**config.mk**
```make
export PLATFORM = sky130hd
export DESIGN_NAME = lcab_id_check
export DESIGN_NICKNAME = d
export VERILOG_FILES = /design/src/lca_binary_lifting_macros.svh /design/src/lcab_pkg.sv /design/src/lcab_id_check.sv
export SDC_FILE = /design/constraint.sdc
export NUM_CORES = 1
export LEC_CHECK = 0
export BUFFER_PORTS_ARGS = -buffer_cell sky130_fd_sc_hd__buf_2
export CORE_AREA = 4 4 41 43
export DETAILED_ROUTE_END_ITERATION = 12
export DIE_AREA = 0 0 45 47
export PLACE_DENSITY_LB_ADDON = 0.15
export SKIP_LAST_GASP = 1
export SYNTH_ARGS = -nofsm -noshare
export SYNTH_HDL_FRONTEND = slang
export SYNTH_SLANG_ARGS = --single-unit
```
**constraint.sdc**
```tcl
create_clock -name vclk -period 0.8
set_input_delay 0.16 -clock vclk [all_inputs]
set_output_delay 0.16 -clock vclk [all_outputs]
set_load 0.05 [all_outputs]
```
**src/lca_binary_lifting_macros.svh**
```systemverilog
// Assertion macros for the LCA binary-lifting block.
// Used by the top level; expects clk and rst_n in scope.
`ifndef LCA_BINARY_LIFTING_MACROS_SVH
`define LCA_BINARY_LIFTING_MACROS_SVH
`ifndef NO_ASSERTIONS
// same-cycle implication
`define LCAB_ASSERT_IMP(lbl, ante, cons, msg) \
    lbl: assert property (@(posedge clk) disable iff (!rst_n) (ante) |-> (cons)) \
        else $error(msg);
// next-cycle implication
`define LCAB_ASSERT_NXT(lbl, ante, cons, msg) \
    lbl: assert property (@(posedge clk) disable iff (!rst_n) (ante) |=> (cons)) \
        else $error(msg);
`else
`define LCAB_ASSERT_IMP(lbl, ante, cons, msg)
`define LCAB_ASSERT_NXT(lbl, ante, cons, msg)
`endif
`endif

```
**src/lcab_pkg.sv**
```systemverilog
// Shared types and codes for the LCA binary-lifting block.
// No dependencies.
`default_nettype none
package lcab_pkg;
    localparam int ID_W   = 10;
    localparam int CMD_W  = 2;
    localparam int STAT_W = 2;

    localparam logic [CMD_W-1:0] CMD_ADD   = 2'd0;
    localparam logic [CMD_W-1:0] CMD_BUILD = 2'd1;
    localparam logic [CMD_W-1:0] CMD_QUERY = 2'd2;

    localparam logic [STAT_W-1:0] ST_OK    = 2'd0;
    localparam logic [STAT_W-1:0] ST_FULL  = 2'd1;
    localparam logic [STAT_W-1:0] ST_RANGE = 2'd2;

    typedef struct packed {
        logic a_ok;
        logic b_ok;
        logic root_ok;
    } id_ok_t;
endpackage
`default_nettype wire

```
**src/lcab_id_check.sv**
```systemverilog
// Range check of the two command node ids and the root register.
// Depends on lcab_pkg.
`default_nettype none
module lcab_id_check #(
    parameter int MAX_NODES = 1023
) (
    input  wire logic [lcab_pkg::ID_W-1:0] node_a,
    input  wire logic [lcab_pkg::ID_W-1:0] node_b,
    input  wire logic [lcab_pkg::ID_W-1:0] root,
    output lcab_pkg::id_ok_t               ok
);
    // valid ids are 1..MAX_NODES
    always_comb
    begin
        ok.a_ok    = (node_a != '0) && (node_a <= MAX_NODES);
        ok.b_ok    = (node_b != '0) && (node_b <= MAX_NODES);
        ok.root_ok = (root != '0) && (root <= MAX_NODES);
    end
endmodule
`default_nettype wire

```
# Word-level counts from Yosys, hierarchy flattened
# Cells that the tools add are included.
# totals
reg_bits,0
input_bits,30
output_inout_bits,3
word_cells,3
# classes
n_reduce_logical,3
# ops
op,n
$reduce_bool 10->1,3

# Logic depth before layout (Yosys ltp)
# Gate-level depths: netlist (run 1).
# logic_depth
word_depth,1
depth_mapped,2
depth_no_buf,2

# Least setup slack after synthesis (run 1)
# No wires, ideal clock.
# synth_timing
path_kind,input -> output
start,input root[5] (netlist name)
end,output ok[0] (netlist name)
t_arrival_ns,0.844
path_slack_ns,-0.204
path_stages,2
path_buffers,0
cell_sequence,nor4_1 -> nand3_1
# synth_rtl
item,line,source
"start, declared",lcab_id_check.sv:9,"input wire logic [lcab_pkg::ID_W-1:0] root,"
"end, declared",lcab_id_check.sv:10,output lcab_pkg::id_ok_t ok

==> summary.md, run 1 <==
| Metric | Value |
|---|---|
| Outcome | complete, but fails checks |
| Failing checks | negative setup slack |
| Setup CP Type | input port to output pin |
| # nets final | 77 |
| Antenna violation net count after detailed routing | 0 |
| Crit path buf inv count | 2 |
| Layout cell share with drive strength beyond 1 | 93.3% |
| Pins Over Slew Limit | 0 |
| DRC | 0 |
| Vias in the first global route | 273 |
| IO Port Bufs | 33 |
| Placed instance area | 375 sq um |
| Row cnt | 13 |
| FF+latch area | 0 sq um |
| Final wirelength | 720 um |
| Hold Crit Class | input port to output pin |
| Diodes inserted | 0 |
| WHS | 616 ps |
| Total die area | 2120 sq um |
| Final worst slack | -193 ps |
| WL met1 | 183 um |
| Final Critical Period | 993 ps |
| Met3 WL | 62 um |
| Via count | 245 |
| DR top layer | met4 |
| Antenna violations before repair | 0 |
| Congestion Overflow GR | 0 |
| Die height | 47 um |
| Inst Count DP | 60 |
| Slew headroom | 82.4% |
| Maxcap violations | 0 |
| Core Box Area | 1300 sq um |
| Global Route Usage Sum | 6.85% |
| Initial DRC Count | 1 |
| CP delay by family, top | simple AND/OR/NAND/NOR gates |
| Non-filler instance count after layout | 60 |
| CP endpoint kind | output pin |
| Setup repair after global routing missed its margin | yes |
| Die X | 45 um |
| Final setup vio count | 3 |
| Cell chain of the critical path | buf_6, nor4_4, nand3_4, buf_8 |
| First-pass GRT wire length | 1120 um |
| Critical path's slowest cell | nor4_4 |
| Syn Inst Count | 12 |
| VDD IR max | 121 uV |
| Drt pass-1 iters | 2 |
| Routability cong. | 0.614 |
| Hold-fix buffers at CTS | 0 |
| CLK BUF | 0 |
| Final Hold Vio Count | 0 |
| Initial Util | 4.90% |
| Worst-path maximum fanout | 1 |
| Register area share after synthesis | 0% |
| Wire length per cell | 12.0 um |
| Via density | 4.08 |
| Critical Path RT | 640 ps |
| Pin count of the biggest net entering global routing | 2 |
| Area Overhead vs Synth | 643% |
| Total I/O pin count | 33 |
| FF+latch count | 0 |
| Pwr dens | 356 nW/um^2 |
| Startpoint types | input port |
| Final instance area | 474 sq um |
| Mapped Nets | 42 |
| Post-CTS Setup Repair Bufs | 0 |
| Syn avg cell area | 5.32 sq um |
| Fmax | 1.01 GHz |
| Total power | 0.169 mW |
| Mapped Area | 63.8 sq um |
| Crit share post-route | 124% |
| Slowest cell delay on critical path | 310 ps |
| CP arrival | 830 ps |
| Post-synth cell types | 3 |
| Fillers | 142 |
| Syn. warnings | 0 |
| Met2 WL | 447 um |
| Worst Tran Pin Value | 262 ps |
| Leakage power | 0.186 nW |
| Final Core Density | 36.4% |
==> Yosys cell counts <==
cell	number	area (sq um)
nor4_1	6	37.5
nand3_1	3	15.0
nor2_1	3	11.3
==> final timing paths <==
path / end / slack [ps] / from / depth (start not counted)
setup / recovery: ok[2] / -190 / node_a[6] / 4
hold / removal: ok[2] / 620 / node_a[0] / 4
==> through the flow <==
step	setup TNS, ps	setup WS, ps
floorplan	-76.5	-25.5
global placement	-757	-265
detailed placement	-777	-268
CTS	-595	-206
global route	-674	-237
finish	-571	-193
==> what timing repair did <==
| item | 4_1_cts | 5_1_grt |
|---|---|---|
| pin swaps | 9 | 6 |
| hold endpoints to repair | 0 | 0 |
| setup endpoints to repair | 3 | 3 |
| gates resized for setup | 18 | 2 |
==> logic make-up (layout without fill, tap and decap cells) <==
group / after synthesis / count (layout) / share of synthesized area, %
buffers and inverters: 0 / 33 / 0
AND/OR/NAND/NOR: 12 / 12 / 100
==> power by group <==
group          total [mW]  switching, mW  internal [mW]
registers               0              0              0
clock network           0              0              0
logic               0.169         0.0660          0.103
==> cells in the final DEF (no fill, tap or decap) <==
master,synthesis,layout
nand3_4,0,3
nor4_4,0,6
nor2_1,3,3
buf_8,0,3
buf_6,0,11
buf_2,0,19
==> layout make-up <==
class	count	area (sq um)	area share (%)
multi-input cells	12	191	40.4
repair buffers	33	264	55.7
well taps	15	18.8	3.96
==> layer usage <==
metal / vias to the layer above / global-route usage (%)
li1: 117 / -
met1: 115 / 7.42
met2: 11 / 14.1
met3: 2 / 0.383
met4: 0 / 1.75
met5: - / 0
(Power assumes the default switching activity.)
==> run 2: changes to the inputs <==
- PLACE_DENSITY_LB_ADDON: 0.15 -> default
==> summary.md, run 2 (synthesized netlist as in run 1, its figures left out) <==
| Metric | Value |
|---|---|
| Leakage power | 0.184 nW (-1.1%) |
| Maxcap violations | 0 (unchanged) |
| Worst Tran Pin Value | 278 ps (+16.6 ps) |
| Fillers | 137 (-3.5%) |
| Layout cell share with drive strength beyond 1 | 93.3% (unchanged) |
| Setup TNS | -604 ps (-32.5 ps) |
| Final wirelength | 971 um (+35%) |
| Die height | 47 um (unchanged) |
| Startpoint types | input port |
| Hold-fix buffers at CTS | 0 (unchanged) |
| Via density | 3.98 (-2.4%) |
| Fmax | 0.978 GHz (-2.9%) |
| CP arrival | 860 ps (+30 ps) |
| Critical Path RT | 640 ps (about the same) |
| Via count | 239 (-2.4%) |
| Pwr dens | 367 nW/um^2 (+3.3%) |
| Commonest non-fill, non-tap cell in the layout | buf_2 |
| Final Core Density | 36.0% (-0.48 points) |
| Initial Util | 4.90% (unchanged) |
| Setup repair after global routing missed its margin | yes |
| CP endpoint kind | output pin |
| DRC | 0 (unchanged) |
| Final Hold Vio Count | 0 (unchanged) |
| Area taken by multi-input logic gates | 191 sq um (unchanged) |
| Outcome | complete, but fails checks |
| WHS | 624 ps (+7.90 ps) |
| FF+latch area | 0 sq um (unchanged) |
| Total power | 0.172 mW (+1.9%) |
| # nets final | 77 (unchanged) |
| Pins Over Slew Limit | 0 (unchanged) |
| Worst hold start | root[6] |
| First-pass GRT wire length | 1350 um (+20%) |
| Hold Crit Class | input port to output pin |
| Vias in the first global route | 287 (+5.1%) |
| Total die area | 2120 sq um (unchanged) |
| Setup CP Type | input port to output pin |
| Global Route Usage Sum | 8.97% (+2.1 points) |
| Wire length per cell | 16.2 um (+35%) |
| Antenna violations before repair | 0 (unchanged) |
| CLK BUF | 0 (unchanged) |
| Row cnt | 13 (unchanged) |
| Hold Path Cell Cnt | 4 (unchanged) |
| Final setup vio count | 3 (unchanged) |
| Most frequent cells in the layout | buf_2 (20), buf_6 (10), nor4_4 (6) |
| Post-CTS Setup Repair Bufs | 0 (unchanged) |
| FF+latch count | 0 (unchanged) |
| Worst Hold Path EP | ok[0] |
| VDD IR max | 112 uV (-7.8%) |
| Routability cong. | 0.715 (+16%) |
| Crit share post-route | 128% (+3.7 points) |
| Core Box Area | 1300 sq um (unchanged) |
| Diodes inserted | 0 (unchanged) |
| Initial DRC Count | 0 (-1) |
| Drt pass-1 iters | 1 (-1) |
| IO Port Bufs | 33 (unchanged) |
| Pin count of the biggest net entering global routing | 2 (unchanged) |
| Final Critical Period | 1020 ps (+29.4 ps) |
| Die X | 45 um (unchanged) |
| Congestion Overflow GR | 0 (unchanged) |
| Final worst slack | -223 ps (-29.4 ps) |
| Area Overhead vs Synth | 633% |
| Total I/O pin count | 33 (unchanged) |
| Failing checks | negative setup slack |
| Worst-path maximum fanout | 1 (unchanged) |
| Antenna violation net count after detailed routing | 0 (unchanged) |
| Slew headroom | 81.3% (-1.1 points) |
-- run 2: cell types whose count changed in the layout (fill, tap and decap cells not counted) --
cell   change
buf_2      +1
buf_6      -1
-- run 2: repair_timing --
item / CTS / global route
endpoints found under the setup margin: 3 / 3
gates resized for setup: 18 / 3
pin swaps: 8 / 5
-- run 2: metal layers --
metal  track usage [%]  vias up  share of wire (%)
met5                 0        -                  0
li1                  -      117                  -
met1              13.0       91                 44
met2              10.7       31                 30
met3              6.90        0                 25
met4                 0        0                  0
-- run 2: how the worst max path moves through the flow --
stage          endpoint  cells past startpoint  slack (ps)      start
2_1_floorplan     ok[0]                      2         -30    root[5]
3_3_place_gp      ok[0]                      4        -270    root[1]
3_5_place_dp      ok[1]                      4        -300  node_b[5]
4_1_cts           ok[1]                      4        -250  node_b[6]
5_1_grt           ok[1]                      4        -250  node_b[5]
6_report          ok[1]                      4        -220  node_b[5]
-- run 2: final cells by class --
| type | count | share of cell area (%) |
|---|---|---|
| multi-input combinational | 12 | 40.9 |
| tap | 15 | 4.01 |
| timing repair buffer | 33 | 55.1 |
-- run 2: critical path, stage by stage --
cell and delay, ps:
buf_6 90, nor4_4 330, nand3_4 110, buf_8 170
-- run 2: where the power goes --
part / internal [mW] / leakage (nW) / switching, mW
clock network: 0 / 0 / 0
logic: 0.0999 / 0.184 / 0.0719
registers: 0 / 0 / 0
-- run 2: stage by stage --
stage | cell area, sq um | setup WS, ps | std cells
CTS | 449 | -246 | 60
finish | 468 | -223 | 60
global route | 468 | -246 | 60
global placement | 375 | -265 | 60
floorplan | 191 | -25.5 | 12
detailed placement | 375 | -298 | 60
==> run 3: changes to the inputs <==
- BUFFER_PORTS_ARGS: -buffer_cell sky130_fd_sc_hd__buf_2 -> default
- DONT_BUFFER_PORTS: default -> 1
- RECOVER_POWER: default -> 100
==> summary.md, run 3 (synthesized netlist as in run 1, its figures left out) <==
| Metric | Value |
|---|---|
| Outcome | complete, but fails checks |
| Failing checks | negative setup slack |
| Global Route Usage Sum | 7.32% (-1.7 points) |
| Worst Tran Pin Value | 266 ps (-12.2 ps) |
| VDD IR max | 23.1 uV (-79%) |
| Final wirelength | 805 um (-17%) |
| Startpoint types | input port |
| FF+latch area | 0 sq um (unchanged) |
| Pwr dens | 150 nW/um^2 (-59%) |
| Routability cong. | 0.685 (-4.2%) |
| # nets final | 44 (-43%) |
| Via density | 4.85 (+22%) |
| Critical path's slowest cell | nor4_4 |
| Congestion Overflow GR | 0 (unchanged) |
| Met3 usage | 14.9% (+8.0 points) |
| Fmax | 1.18 GHz (+21%) |
| Drt pass-1 iters | 1 (unchanged) |
| Fraction of power consumed by sequential logic | 0% (unchanged) |
| Pin count of the biggest net entering global routing | 2 (unchanged) |
| IO Port Bufs | 0 (-100%) |
| Leakage power | 0.0216 nW (-88%) |
| Final Critical Period | 846 ps (-177 ps) |
| FF+latch count | 0 (unchanged) |
| CP arrival | 690 ps (-170 ps) |
| Row cnt | 13 (unchanged) |
| Die X | 45 um (unchanged) |
| CP delay by family, top | simple AND/OR/NAND/NOR gates |
| Fillers | 151 (+10%) |
| Core Box Area | 1300 sq um (unchanged) |
| Critical Path Source | root[1] |
| Met2 usage | 6.78% (-4.0 points) |
| CP endpoint kind | output pin |
| CTS resizes | 0 (-18) |
| Wire length per cell | 29.8 um (+84%) |
| Cell chain of the critical path | nor4_4, nand3_4 |
| Antenna violations before repair | 0 (unchanged) |
| Post-CTS Setup Repair Bufs | 0 (unchanged) |
| Hold-fix buffers at CTS | 0 (unchanged) |
| Critical Path RT | 640 ps (about the same) |
| Worst-path maximum fanout | 1 (unchanged) |
| Die height | 47 um (unchanged) |
| Total die area | 2120 sq um (unchanged) |
| Final instance area | 210 sq um (-55%) |
| First-pass GRT wire length | 1020 um (-24%) |
| CLK BUF | 0 (unchanged) |
| Hold Crit Class | input port to output pin |
| Most frequent cells in the layout | nor4_4 (6), nor2_1 (3), nand3_4 (3) |
| DRC | 0 (unchanged) |
| Area Overhead vs Synth | 229% |
| Vias in the first global route | 150 (-48%) |
| Crit share post-route | 106% (-22 points) |
| WHS | 474 ps (-150 ps) |
| Commonest non-fill, non-tap cell in the layout | nor4_4 |
| Maxcap violations | 0 (unchanged) |
| Layout cell share with drive strength beyond 1 | 75.0% (-18 points) |
| Switching pwr | 0.0129 mW (-82%) |
| Placed instance area | 210 sq um (-44%) |
| Final setup vio count | 3 (unchanged) |
| Worst hold start | root[6] |
| Switch share | 41.1% (-0.76 points) |
| Crit path buf inv count | 0 (-2) |
| Grt met1 use | 6.74% (-6.3 points) |
| Total internal power | 0.0185 mW (-81%) |
| Final worst slack | -46.1 ps (+177 ps) |
| Setup repair after global routing missed its margin | yes |
| DP Worst Slack | -48.7 ps (+249 ps) |
| Clock group share of total power | 0% (unchanged) |
| Slowest cell delay on critical path | 310 ps (-20 ps) |
| Via count | 131 (-45%) |
| Slew headroom | 82.1% (+0.82 points) |
| Diodes inserted | 0 (unchanged) |
| Total I/O pin count | 33 (unchanged) |
| Antenna violation net count after detailed routing | 0 (unchanged) |
| Total power | 0.0314 mW (-82%) |
| Pins Over Slew Limit | 0 (unchanged) |
| Initial Util | 4.90% (unchanged) |
| Setup CP Type | input port to output pin |
| Comb power frac | 100.0% (about the same) |
| Initial DRC Count | 0 (unchanged) |
| Final Hold Vio Count | 0 (unchanged) |
| GRT busiest layer | met3 |
## run 3: cell types whose count changed in the layout (fill, tap and decap cells not counted), sizes merged
cell  change
buf      -33
## run 3: path summary, 6_finish.rpt
check	endpoint	depth (start not counted)	slack (ps)
hold / removal	ok[0]	2	470
setup / recovery	ok[0]	2	-50
## run 3: cell type report
class                           instances  area (sq um)  share of cell area [%]
Multi-Input combinational cell         12           191                    91.1
Tap cell                               15          18.8                    8.93
## run 3: metrics by stage
| step | TNS (ps) | instances | utilization [%] |
|---|---|---|---|
| global route | -213 | 27 | 16.2 |
| finish | -128 | 27 | 16.2 |
| CTS | -137 | 27 | 16.2 |
| detailed placement | -137 | 27 | 16.2 |
| floorplan | -76.5 | 12 | - |
| global placement | -117 | 27 | 16.2 |
## run 3: power groups by stage
| stage | registers (mW) | clock network, mW | logic, mW |
|---|---|---|---|
| 2_1_floorplan | 0 | 0 | 0.0299 |
| 3_3_place_gp | 0 | 0 | 0.0310 |
| 3_5_place_dp | 0 | 0 | 0.0317 |
| 4_1_cts | 0 | 0 | 0.0317 |
| 5_1_grt | 0 | 0 | 0.0336 |
| 6_report | 0 | 0 | 0.0314 |
## run 3: per-layer routing
layer	up-vias	part of all wire [%]
li1	51	-
met1	49	31
met2	31	23
met3	0	46
met4	0	0
met5	-	0
